==> config.mk <==
export PLATFORM = sky130hd
export DESIGN_NAME = fitness_roulette_population_top
export DESIGN_NICKNAME = d
export VERILOG_FILES = /design/src/hdl/frp_pkg.sv /design/src/hdl/frp_ram.sv /design/src/hdl/frp_ctrl.sv /design/src/hdl/frp_datapath.sv /design/src/hdl/fitness_roulette_population_top.sv
export SDC_FILE = /design/constraint.sdc
export NUM_CORES = 2
export LEC_CHECK = 0
export BUFFER_PORTS_ARGS = -buffer_cell sky130_fd_sc_hd__buf_2
export CAP_MARGIN = 0
export CORE_ASPECT_RATIO = 1.5
export CORE_MARGIN = 3
export CORE_UTILIZATION = 46
export CTS_CLUSTER_SIZE = 14
export DETAILED_ROUTE_END_ITERATION = 10
export SLEW_MARGIN = 20
export SYNTH_ARGS = -nofsm -noshare
export SYNTH_HDL_FRONTEND = slang
export SYNTH_SLANG_ARGS = --single-unit
==> constraint.sdc <==
create_clock -name i_clk -period 13 [get_ports i_clk]
set_input_delay 1.95 -clock i_clk [delete_from_list [all_inputs] [get_ports i_clk]]
set_output_delay 1.95 -clock i_clk [all_outputs]
set_load 0.02 [all_outputs]
==> src/hdl/frp_pkg.sv <==
`timescale 1ns / 1ps
// ----------------------------------------------------------------------------
// frp_pkg: shared types and constants for the fitness roulette population
// Holds field widths, command codes and the control/status bundles that
// pass between the controller and the datapath.
// ----------------------------------------------------------------------------
package frp_pkg;

    localparam int FIT_W     = 32;
    localparam int DRAW_W    = 16;
    localparam int IDX_OUT_W = 4;
    localparam int CNT_OUT_W = 5;

    localparam logic CMD_INSERT = 1'b0;
    localparam logic CMD_SELECT = 1'b1;

    // Read address source for the store.
    typedef enum logic [1:0] {
        RA_ZERO = 2'd0,
        RA_TOP  = 2'd1,
        RA_DN   = 2'd2,
        RA_UP   = 2'd3
    } t_rd_sel;

    // Write address source for the store.
    typedef enum logic [1:0] {
        WA_ZERO = 2'd0,
        WA_DN   = 2'd1,
        WA_UP   = 2'd2
    } t_wr_sel;

    typedef struct packed {
        logic    load;
        logic    ptr_clr;
        logic    ptr_top;
        logic    ptr_inc;
        logic    ptr_dec;
        t_rd_sel rd_sel;
        logic    wr_en;
        t_wr_sel wr_sel;
        logic    wr_val;
        logic    cnt_inc;
        logic    set_acc;
        logic    sum_acc;
        logic    tgt_a;
        logic    tgt_b;
        logic    scan;
        logic    out_load;
    } t_frp_cmd;

    typedef struct packed {
        logic is_select;
        logic cnt_zero;
        logic cnt_full;
        logic lt;
        logic ptr_zero;
        logic ptr_last;
        logic ptr_end;
        logic out_free;
    } t_frp_status;

endpackage

==> src/hdl/frp_ram.sv <==
`timescale 1ns / 1ps
// ----------------------------------------------------------------------------
// frp_ram: generic single-write, single-read memory
// One write port and one read port with registered read data.
// ----------------------------------------------------------------------------
module frp_ram #(
    parameter int WIDTH = 32,
    parameter int DEPTH = 16
) (
    input  logic                     i_clk,
    input  logic                     i_wr_en,
    input  logic [$clog2(DEPTH)-1:0] i_wr_addr,
    input  logic [WIDTH-1:0]         i_wr_data,
    input  logic [$clog2(DEPTH)-1:0] i_rd_addr,
    output logic [WIDTH-1:0]         o_rd_data
);

    logic [WIDTH-1:0] r_mem [DEPTH];
    logic [WIDTH-1:0] r_rd_data;

    always_ff @(posedge i_clk) begin
        if (i_wr_en) begin
            r_mem[i_wr_addr] <= i_wr_data;
        end
        r_rd_data <= r_mem[i_rd_addr];
    end

    assign o_rd_data = r_rd_data;

endmodule

==> src/hdl/frp_ctrl.sv <==
`timescale 1ns / 1ps
// ----------------------------------------------------------------------------
// frp_ctrl: sequencing state machine
// Walks the store for inserts and runs the sum, target and scan passes
// for selects, driving the datapath through a command bundle.
// ----------------------------------------------------------------------------
module frp_ctrl
    import frp_pkg::*;
(
    input  logic        i_clk,
    input  logic        i_rst_n,
    input  logic        i_in_valid,
    output logic        o_in_stall,
    input  t_frp_status i_sts,
    output t_frp_cmd    o_ctl
);

    typedef enum logic [10:0] {
        S_IDLE     = 11'b000_0000_0001,
        S_DECODE   = 11'b000_0000_0010,
        S_INS_UP   = 11'b000_0000_0100,
        S_INS_FIN  = 11'b000_0000_1000,
        S_FULL_CHK = 11'b000_0001_0000,
        S_INS_DN   = 11'b000_0010_0000,
        S_SUM      = 11'b000_0100_0000,
        S_MUL_A    = 11'b000_1000_0000,
        S_MUL_B    = 11'b001_0000_0000,
        S_SCAN     = 11'b010_0000_0000,
        S_OUT      = 11'b100_0000_0000
    } t_state;

    t_state   r_state;
    t_state   n_state;
    t_frp_cmd w_ctl;

    always_ff @(posedge i_clk) begin
        if (!i_rst_n) begin
            r_state <= S_IDLE;
        end else begin
            r_state <= n_state;
        end
    end

    always_comb begin
        n_state = r_state;
        w_ctl   = '0;
        case (r_state)
            S_IDLE: begin
                if (i_in_valid) begin
                    w_ctl.load = 1'b1;
                    n_state    = S_DECODE;
                end
            end
            S_DECODE: begin
                if (i_sts.is_select) begin
                    if (i_sts.cnt_zero) begin
                        n_state = S_OUT;
                    end else begin
                        w_ctl.ptr_clr = 1'b1;
                        w_ctl.rd_sel  = RA_ZERO;
                        n_state       = S_SUM;
                    end
                end else if (i_sts.cnt_zero) begin
                    w_ctl.wr_en   = 1'b1;
                    w_ctl.wr_sel  = WA_ZERO;
                    w_ctl.wr_val  = 1'b1;
                    w_ctl.cnt_inc = 1'b1;
                    w_ctl.set_acc = 1'b1;
                    n_state       = S_OUT;
                end else if (!i_sts.cnt_full) begin
                    w_ctl.ptr_top = 1'b1;
                    w_ctl.rd_sel  = RA_TOP;
                    n_state       = S_INS_UP;
                end else begin
                    w_ctl.ptr_clr = 1'b1;
                    w_ctl.rd_sel  = RA_ZERO;
                    n_state       = S_FULL_CHK;
                end
            end
            S_INS_UP: begin
                w_ctl.wr_en  = 1'b1;
                w_ctl.wr_sel = WA_UP;
                if (i_sts.lt) begin
                    w_ctl.wr_val  = 1'b1;
                    w_ctl.cnt_inc = 1'b1;
                    w_ctl.set_acc = 1'b1;
                    n_state       = S_OUT;
                end else if (i_sts.ptr_zero) begin
                    n_state = S_INS_FIN;
                end else begin
                    w_ctl.ptr_dec = 1'b1;
                    w_ctl.rd_sel  = RA_DN;
                end
            end
            S_INS_FIN: begin
                w_ctl.wr_en   = 1'b1;
                w_ctl.wr_sel  = WA_ZERO;
                w_ctl.wr_val  = 1'b1;
                w_ctl.cnt_inc = 1'b1;
                w_ctl.set_acc = 1'b1;
                n_state       = S_OUT;
            end
            S_FULL_CHK: begin
                if (i_sts.lt) begin
                    w_ctl.ptr_inc = 1'b1;
                    w_ctl.rd_sel  = RA_UP;
                    n_state       = S_INS_DN;
                end else begin
                    n_state = S_OUT;
                end
            end
            S_INS_DN: begin
                w_ctl.wr_en  = 1'b1;
                w_ctl.wr_sel = WA_DN;
                if (!i_sts.ptr_end && i_sts.lt) begin
                    w_ctl.ptr_inc = 1'b1;
                    w_ctl.rd_sel  = RA_UP;
                end else begin
                    w_ctl.wr_val  = 1'b1;
                    w_ctl.set_acc = 1'b1;
                    n_state       = S_OUT;
                end
            end
            S_SUM: begin
                w_ctl.sum_acc = 1'b1;
                if (i_sts.ptr_last) begin
                    n_state = S_MUL_A;
                end else begin
                    w_ctl.ptr_inc = 1'b1;
                    w_ctl.rd_sel  = RA_UP;
                end
            end
            S_MUL_A: begin
                w_ctl.tgt_a = 1'b1;
                n_state     = S_MUL_B;
            end
            S_MUL_B: begin
                w_ctl.tgt_b   = 1'b1;
                w_ctl.ptr_clr = 1'b1;
                w_ctl.rd_sel  = RA_ZERO;
                n_state       = S_SCAN;
            end
            S_SCAN: begin
                w_ctl.scan = 1'b1;
                if (i_sts.ptr_last) begin
                    n_state = S_OUT;
                end else begin
                    w_ctl.ptr_inc = 1'b1;
                    w_ctl.rd_sel  = RA_UP;
                end
            end
            S_OUT: begin
                if (i_sts.out_free) begin
                    w_ctl.out_load = 1'b1;
                    n_state        = S_IDLE;
                end
            end
            default: begin
                n_state = S_IDLE;
            end
        endcase
    end

    assign o_ctl      = w_ctl;
    assign o_in_stall = (r_state != S_IDLE);

endmodule

==> src/hdl/frp_datapath.sv <==
`timescale 1ns / 1ps
// ----------------------------------------------------------------------------
// frp_datapath: store, pointer, sums and result register
// Holds the sorted fitness store, the entry count, the walk pointer, the
// running sums, the selection targets and the output register.
// ----------------------------------------------------------------------------
module frp_datapath
    import frp_pkg::*;
#(
    parameter int POP_SIZE = 16
) (
    input  logic                 i_clk,
    input  logic                 i_rst_n,
    input  t_frp_cmd             i_ctl,
    output t_frp_status          o_sts,
    input  logic                 i_cmd,
    input  logic [FIT_W-1:0]     i_fitness_value,
    input  logic [DRAW_W-1:0]    i_draw_a,
    input  logic [DRAW_W-1:0]    i_draw_b,
    input  logic                 i_out_stall,
    output logic                 o_out_valid,
    output logic                 o_accepted,
    output logic [IDX_OUT_W-1:0] o_index_a,
    output logic [IDX_OUT_W-1:0] o_index_b,
    output logic [CNT_OUT_W-1:0] o_pop_count
);

    localparam int IDX_W = $clog2(POP_SIZE);
    localparam int CNT_W = $clog2(POP_SIZE + 1);
    localparam int TOT_W = FIT_W + IDX_W;
    localparam int TGT_W = TOT_W + DRAW_W;
    localparam int XI_W  = (IDX_W > IDX_OUT_W) ? IDX_W : IDX_OUT_W;
    localparam int XC_W  = (CNT_W > CNT_OUT_W) ? CNT_W : CNT_OUT_W;

    logic                 r_cmd;
    logic [FIT_W-1:0]     r_val;
    logic [DRAW_W-1:0]    r_da;
    logic [DRAW_W-1:0]    r_db;
    logic [CNT_W-1:0]     r_count;
    logic [CNT_W-1:0]     r_ptr;
    logic [TOT_W-1:0]     r_total;
    logic [TOT_W-1:0]     r_run;
    logic [TGT_W-1:0]     r_tgt_a;
    logic [TGT_W-1:0]     r_tgt_b;
    logic [IDX_W-1:0]     r_idx_a;
    logic [IDX_W-1:0]     r_idx_b;
    logic                 r_found_a;
    logic                 r_found_b;
    logic                 r_acc;
    logic                 r_out_valid;
    logic                 r_out_acc;
    logic [IDX_OUT_W-1:0] r_out_idx_a;
    logic [IDX_OUT_W-1:0] r_out_idx_b;
    logic [CNT_OUT_W-1:0] r_out_cnt;

    logic [FIT_W-1:0]  w_rdata;
    logic [FIT_W-1:0]  w_wdata;
    logic [IDX_W-1:0]  w_raddr;
    logic [IDX_W-1:0]  w_waddr;
    logic [CNT_W-1:0]  w_cnt_m1;
    logic [CNT_W-1:0]  w_ptr_m1;
    logic [CNT_W-1:0]  w_ptr_p1;
    logic [DRAW_W-1:0] w_mul_draw;
    logic [TGT_W-1:0]  w_prod;
    logic [TOT_W-1:0]  w_run_nx;
    logic [TGT_W-1:0]  w_run_sh;
    logic              w_hit_a;
    logic              w_hit_b;
    logic              w_out_free;
    logic [XI_W-1:0]   w_ia_ext;
    logic [XI_W-1:0]   w_ib_ext;
    logic [XC_W-1:0]   w_cnt_ext;

    assign w_cnt_m1 = r_count - 1'b1;
    assign w_ptr_m1 = r_ptr - 1'b1;
    assign w_ptr_p1 = r_ptr + 1'b1;

    always_comb begin
        case (i_ctl.rd_sel)
            RA_ZERO: w_raddr = '0;
            RA_TOP:  w_raddr = w_cnt_m1[IDX_W-1:0];
            RA_DN:   w_raddr = w_ptr_m1[IDX_W-1:0];
            RA_UP:   w_raddr = w_ptr_p1[IDX_W-1:0];
            default: w_raddr = '0;
        endcase
    end

    always_comb begin
        case (i_ctl.wr_sel)
            WA_ZERO: w_waddr = '0;
            WA_DN:   w_waddr = w_ptr_m1[IDX_W-1:0];
            WA_UP:   w_waddr = w_ptr_p1[IDX_W-1:0];
            default: w_waddr = '0;
        endcase
    end

    assign w_wdata = i_ctl.wr_val ? r_val : w_rdata;

    frp_ram #(
        .WIDTH (FIT_W),
        .DEPTH (POP_SIZE)
    ) u_store (
        .i_clk     (i_clk),
        .i_wr_en   (i_ctl.wr_en),
        .i_wr_addr (w_waddr),
        .i_wr_data (w_wdata),
        .i_rd_addr (w_raddr),
        .o_rd_data (w_rdata)
    );

    // One shared multiplier forms draw times total for each draw in turn.
    assign w_mul_draw = i_ctl.tgt_b ? r_db : r_da;
    assign w_prod     = TGT_W'(w_mul_draw) * TGT_W'(r_total);

    assign w_run_nx = r_run + TOT_W'(w_rdata);
    assign w_run_sh = {w_run_nx, {DRAW_W{1'b0}}};
    assign w_hit_a  = (w_run_sh >= r_tgt_a);
    assign w_hit_b  = (w_run_sh >= r_tgt_b);

    assign w_out_free = !r_out_valid || !i_out_stall;

    always_ff @(posedge i_clk) begin
        if (!i_rst_n) begin
            r_count <= '0;
        end else if (i_ctl.cnt_inc) begin
            r_count <= r_count + 1'b1;
        end
    end

    always_ff @(posedge i_clk) begin
        if (i_ctl.load) begin
            r_cmd     <= i_cmd;
            r_val     <= i_fitness_value;
            r_da      <= i_draw_a;
            r_db      <= i_draw_b;
            r_total   <= '0;
            r_run     <= '0;
            r_idx_a   <= '0;
            r_idx_b   <= '0;
            r_found_a <= 1'b0;
            r_found_b <= 1'b0;
            r_acc     <= 1'b0;
        end else begin
            if (i_ctl.set_acc) begin
                r_acc <= 1'b1;
            end
            if (i_ctl.sum_acc) begin
                r_total <= r_total + TOT_W'(w_rdata);
            end
            if (i_ctl.tgt_a) begin
                r_tgt_a <= w_prod;
            end
            if (i_ctl.tgt_b) begin
                r_tgt_b <= w_prod;
            end
            if (i_ctl.scan) begin
                r_run <= w_run_nx;
                if (!r_found_a && w_hit_a) begin
                    r_found_a <= 1'b1;
                    r_idx_a   <= r_ptr[IDX_W-1:0];
                end
                if (!r_found_b && w_hit_b) begin
                    r_found_b <= 1'b1;
                    r_idx_b   <= r_ptr[IDX_W-1:0];
                end
            end
        end
    end

    always_ff @(posedge i_clk) begin
        if (i_ctl.ptr_clr) begin
            r_ptr <= '0;
        end else if (i_ctl.ptr_top) begin
            r_ptr <= w_cnt_m1;
        end else if (i_ctl.ptr_inc) begin
            r_ptr <= w_ptr_p1;
        end else if (i_ctl.ptr_dec) begin
            r_ptr <= w_ptr_m1;
        end
    end

    // Indices and count are reported in their low bits only.
    assign w_ia_ext  = XI_W'(r_idx_a);
    assign w_ib_ext  = XI_W'(r_idx_b);
    assign w_cnt_ext = XC_W'(r_count);

    always_ff @(posedge i_clk) begin
        if (!i_rst_n) begin
            r_out_valid <= 1'b0;
        end else if (i_ctl.out_load) begin
            r_out_valid <= 1'b1;
        end else if (!i_out_stall) begin
            r_out_valid <= 1'b0;
        end
    end

    always_ff @(posedge i_clk) begin
        if (i_ctl.out_load) begin
            r_out_acc   <= r_acc;
            r_out_idx_a <= w_ia_ext[IDX_OUT_W-1:0];
            r_out_idx_b <= w_ib_ext[IDX_OUT_W-1:0];
            r_out_cnt   <= w_cnt_ext[CNT_OUT_W-1:0];
        end
    end

    assign o_sts.is_select = (r_cmd == CMD_SELECT);
    assign o_sts.cnt_zero  = (r_count == '0);
    assign o_sts.cnt_full  = (r_count == CNT_W'(POP_SIZE));
    assign o_sts.lt        = (w_rdata < r_val);
    assign o_sts.ptr_zero  = (r_ptr == '0);
    assign o_sts.ptr_last  = (r_ptr == w_cnt_m1);
    assign o_sts.ptr_end   = (r_ptr == CNT_W'(POP_SIZE));
    assign o_sts.out_free  = w_out_free;

    assign o_out_valid = r_out_valid;
    assign o_accepted  = r_out_acc;
    assign o_index_a   = r_out_idx_a;
    assign o_index_b   = r_out_idx_b;
    assign o_pop_count = r_out_cnt;

    a_count_bound: assert property (@(posedge i_clk) disable iff (!i_rst_n)
        r_count <= CNT_W'(POP_SIZE))
        else $error("entry count above population size");

    a_count_step: assert property (@(posedge i_clk) disable iff (!i_rst_n)
        $past(i_rst_n) && (r_count != $past(r_count)) |->
        r_count == $past(r_count) + 1'b1)
        else $error("entry count changed by other than one");

    a_out_no_overwrite: assert property (@(posedge i_clk) disable iff (!i_rst_n)
        i_ctl.out_load |-> !r_out_valid || !i_out_stall)
        else $error("result register loaded while a stalled result waits");

    a_accept_nonempty: assert property (@(posedge i_clk) disable iff (!i_rst_n)
        i_ctl.out_load && r_acc |-> r_count != '0)
        else $error("accepted insert left an empty population");

    a_index_in_range: assert property (@(posedge i_clk) disable iff (!i_rst_n)
        i_ctl.out_load && (r_cmd == CMD_SELECT) && (r_count != '0) |->
        (CNT_W'(r_idx_a) < r_count) && (CNT_W'(r_idx_b) < r_count))
        else $error("selected index beyond valid entries");

endmodule

==> src/hdl/fitness_roulette_population_top.sv <==
`timescale 1ns / 1ps
// ----------------------------------------------------------------------------
// fitness_roulette_population_top: sorted population with roulette selection
// Keeps up to POP_SIZE fitness values in ascending order, inserts new
// values in place, and picks two indices by fitness-proportional draws.
// ----------------------------------------------------------------------------
//
//  Channel  Valid        Stall         Payload
//  -------  -----------  ------------  ---------------------------------------
//  input    i_in_valid   o_in_stall    i_cmd, i_fitness_value, i_draw_a/b
//  output   o_out_valid  i_out_stall   o_accepted, o_index_a/b, o_pop_count
//
// One item is in work at a time; the store has a single write and a single
// read port, so every walk moves one entry per cycle. A select runs a sum
// pass, a multiply step for each draw and a scan pass. Reset is synchronous
// and active low; it empties the population and needs no clearing pass.
// o_in_stall is high from the cycle after an item is taken until its result
// enters the result register. The next item is taken while a finished
// result still waits under i_out_stall; its own result then waits until
// that register is free.
//
module fitness_roulette_population_top
    import frp_pkg::*;
#(
    parameter int POP_SIZE = 16
) (
    input  logic                 i_clk,
    input  logic                 i_rst_n,

    input  logic                 i_in_valid,
    output logic                 o_in_stall,
    input  logic                 i_cmd,
    input  logic [FIT_W-1:0]     i_fitness_value,
    input  logic [DRAW_W-1:0]    i_draw_a,
    input  logic [DRAW_W-1:0]    i_draw_b,

    output logic                 o_out_valid,
    input  logic                 i_out_stall,
    output logic                 o_accepted,
    output logic [IDX_OUT_W-1:0] o_index_a,
    output logic [IDX_OUT_W-1:0] o_index_b,
    output logic [CNT_OUT_W-1:0] o_pop_count
);

    // Commands flow from the controller, status flows back.
    t_frp_cmd    w_ctl;
    t_frp_status w_sts;

    // The controller sequences the insert walks (shifting entries up when
    // the store has room, down when the minimum is being dropped) and the
    // select passes over the store.
    frp_ctrl u_ctrl (
        .i_clk      (i_clk),
        .i_rst_n    (i_rst_n),
        .i_in_valid (i_in_valid),
        .o_in_stall (o_in_stall),
        .i_sts      (w_sts),
        .o_ctl      (w_ctl)
    );

    // The datapath owns the store, the count, the sums, the targets and the
    // result register that decouples the output channel.
    frp_datapath #(
        .POP_SIZE (POP_SIZE)
    ) u_datapath (
        .i_clk           (i_clk),
        .i_rst_n         (i_rst_n),
        .i_ctl           (w_ctl),
        .o_sts           (w_sts),
        .i_cmd           (i_cmd),
        .i_fitness_value (i_fitness_value),
        .i_draw_a        (i_draw_a),
        .i_draw_b        (i_draw_b),
        .i_out_stall     (i_out_stall),
        .o_out_valid     (o_out_valid),
        .o_accepted      (o_accepted),
        .o_index_a       (o_index_a),
        .o_index_b       (o_index_b),
        .o_pop_count     (o_pop_count)
    );

endmodule

==> flow_summary.ini <==
[outcome]
status = finished clean

[synth]
seq_area_frac_synth = 0.4216
syn_avg_cell_area_um2 = 11.54
synth_edf_count = 695
synthDistinctLibCells = 86
ys_ff_latch = 832
ys_async_sr_fraction = 0
netlist_area_um2 = 56000
synthCells = 4855
yosys_warnings = 0
synth_nets = 5697
ys.flop_type = edfxtp_1

[clock_network]
clock-sinks = 832
clk_latency_ps = 700
clock_tree.root_cell = clkbuf_16
cts_setup_buffers = 0
cts_tree = yes
cts_resized = 0
cts_hold_buf = 0
cts.clk_slew.worst_paths_ps = 60
cts_buffers = 85
clock_path_buffers = 3
htreeDepth = 3

[timing]
rsz0062_at_grt = false
setup_violations = 0
worstMarginPinSlew_ps = 1120
finalClockSkew_ps = 67.91
slew_viol_final = 0
hold_viol_final = 0
relSlewSlack = 0.2463
fmax_ghz = 0.1091
period_share = 0.7054
fin_crit_ps = 9170
setup_tns_ps = 0

[placed_design]
port_buffers = 84
place_hpwl_mm = 95.37
place_area_um2 = 57840
gp_congestion = 0.8474

[worst_setup_path]
critPathBufInv = 2
critPathTopFamily = adder cells
worstSetupPathType = reg -> reg
cp.required_ps = 13530
cp_max_fo = 36
cp-end-kind = flop
start_kind = flop
cpPeakStageDelay_ps = 630
slowest_stage = nand2_2
crit_top_cell = fa_1
arrival_ps = 9700

[power_and_ir_drop]
ir_drop_v = 0.0001309
p_total_uw = 7546
p_per_area_nw_per_um2 = 124.2
p_leak_uw = 0.02602

[floorplan]
start_util = 0.4643
placementRows = 156
io_pins = 85
die_area_um2 = 126100
die_h_um = 433.3
die_x_um = 290.9
coreArea_um2 = 120600

[global_routing]
grt-ovfl-total = 0
grt_pass1_vias = 37570
grt_max_degree = 93
track_usage = 0.2215
grt_pass1_wl_mm = 215.2
antenna_found_initial = 2

[route]
drc = 0
wl_per_cell_um = 21.06
firstDrtPassIters = 5
wl_mm = 137.9
vias_per_cell = 5.452
dr_total_vias = 35700
drtIter0Drc = 1950
final_antenna_net_count = 0

[cells_and_area]
drive_gt1_frac = 0.06788
area.growth.synth_to_final_pct = 8.450
final_area_um2 = 60740
n_fill_cell = 10810
fin_nets = 5736
final_common_cell = edfxtp_1
final_cell_mix = edfxtp_1 (695), inv_1 (623), nand2_1 (605), mux2i_1 (493), fa_1 (476)

[job]
drv_cap = 0

[worst_hold_path]
hold_class = reg -> reg
==> power breakdown <==
part           switching (uW)  internal (uW)  leakage, uW
Sequential                162           3230      0.00741
Combinational            1140            498       0.0172
Clock                    1060           1450      0.00141
==> per-stage QoR <==
stage	utilization	hold WS, ps	setup WS, ps	std cells
after global routing	0.5035	434.0	3216	6546
final	0.5035	430.8	3830	6547
after CTS	0.5035	429.8	3832	6545
after floorplan	-	406.4	3293	4855
after global placement	0.4795	411.7	3911	6387
after detailed placement	0.4795	415.5	3887	6387
==> registers in the layout (all words and copies together) (netlist names), 4 cells and up <==
name	count
u_datapath.r_tgt_b	52
u_datapath.r_total	36
u_datapath.r_tgt_a	52
u_datapath.r_val	32
u_datapath.o_index_a	4
u_datapath.u_store.o_rd_data	32
u_ctrl.r_state	11
u_datapath.o_index_b	4
u_datapath.u_store.r_mem	512
u_datapath.r_idx_b	4
u_datapath.r_run	36
u_datapath.r_ptr	5
u_datapath.o_pop_count	5
u_datapath.r_db	16
u_datapath.r_da	16
u_datapath.r_count	5
u_datapath.r_idx_a	4
==> per-layer routing <==
layer / track usage / routed length [um]
met1: 0.2649 / 55170
met2: 0.4078 / 72310
met3: 0.02841 / 5730
met4: 0.07931 / 4701
met5: 0 / 0
==> worst paths after layout <==
check	from	cells after the start	end	slack [ps]
setup / recovery	u_ctrl.r_state[2]	26	u_datapath.r_tgt_b[47]	3830
hold / removal	u_datapath.r_acc	0	u_datapath.o_accepted	430
setup reg to reg	u_ctrl.r_state[2]	26	u_datapath.r_tgt_b[47]	3830
hold reg to reg	u_datapath.r_acc	0	u_datapath.o_accepted	430
==> worst register-to-register path: stages (launching register included) <==
cell	delay (ps)
dfxtp_1	370
nor3_1	330
nand3_1	120
or3_1	380
nor3b_2	220
buf_4	360
nand2_1	130
nand2_2	630
nand2_1	230
fa_1	530
fa_1	600
fa_1	450
fa_1	540
inv_1	50
fa_1	500
fa_1	420
ha_1	370
and3_1	220
nor2_1	50
a31o_2	260
nor4b_1	490
o2111a_1	450
o21ai_1	170
o21ai_0	360
a221oi_1	170
or4b_1	520
nand4_1	120
==> cell usage after synthesis, drive strengths merged (57+ instances only) <==
cell type / n / share of area
a21o: 92 / 0.012
a21oi: 192 / 0.017
and2: 253 / 0.028
buf: 57 / 0.013
clkbuf: 147 / 0.010
dfxtp: 137 / 0.049
edfxtp: 695 / 0.37
fa: 476 / 0.17
ha: 297 / 0.066
inv: 627 / 0.042
mux2i: 493 / 0.088
nand2: 608 / 0.041
nor2: 133 / 0.0090
o21ai: 114 / 0.010
xnor2: 78 / 0.012
==> cell families (layout without fill, tap and decap cells) <==
group | Yosys count | in the layout | synth area share
and+or+nand+nor | 1250 | 1250 | 0.1070
DFF | 832 | 832 | 0.4216
buffers and inverters | 831 | 941 | 0.06530
adders and majority gates | 773 | 773 | 0.2365
AOI/OAI and AO/OA | 564 | 564 | 0.06385
muxes | 494 | 494 | 0.08832
xor gates and xnor gates | 111 | 111 | 0.01736
other | 0 | 2 | 0
==> cell type report <==
type                       instances  area [um2]  area share
tap                             1580        1977     0.03255
sequential                       832       23610      0.3888
clock inverter                    42       520.5    0.008570
antenna                            2       5.005  0.00008240
inverter                         627        2354     0.03875
multi-input combinational       3192       28930      0.4763
timing repair buffer             156       973.4     0.01603
clock buffer                     116        2366     0.03896
No activity file was read; power rests on OpenSTA's default activity.
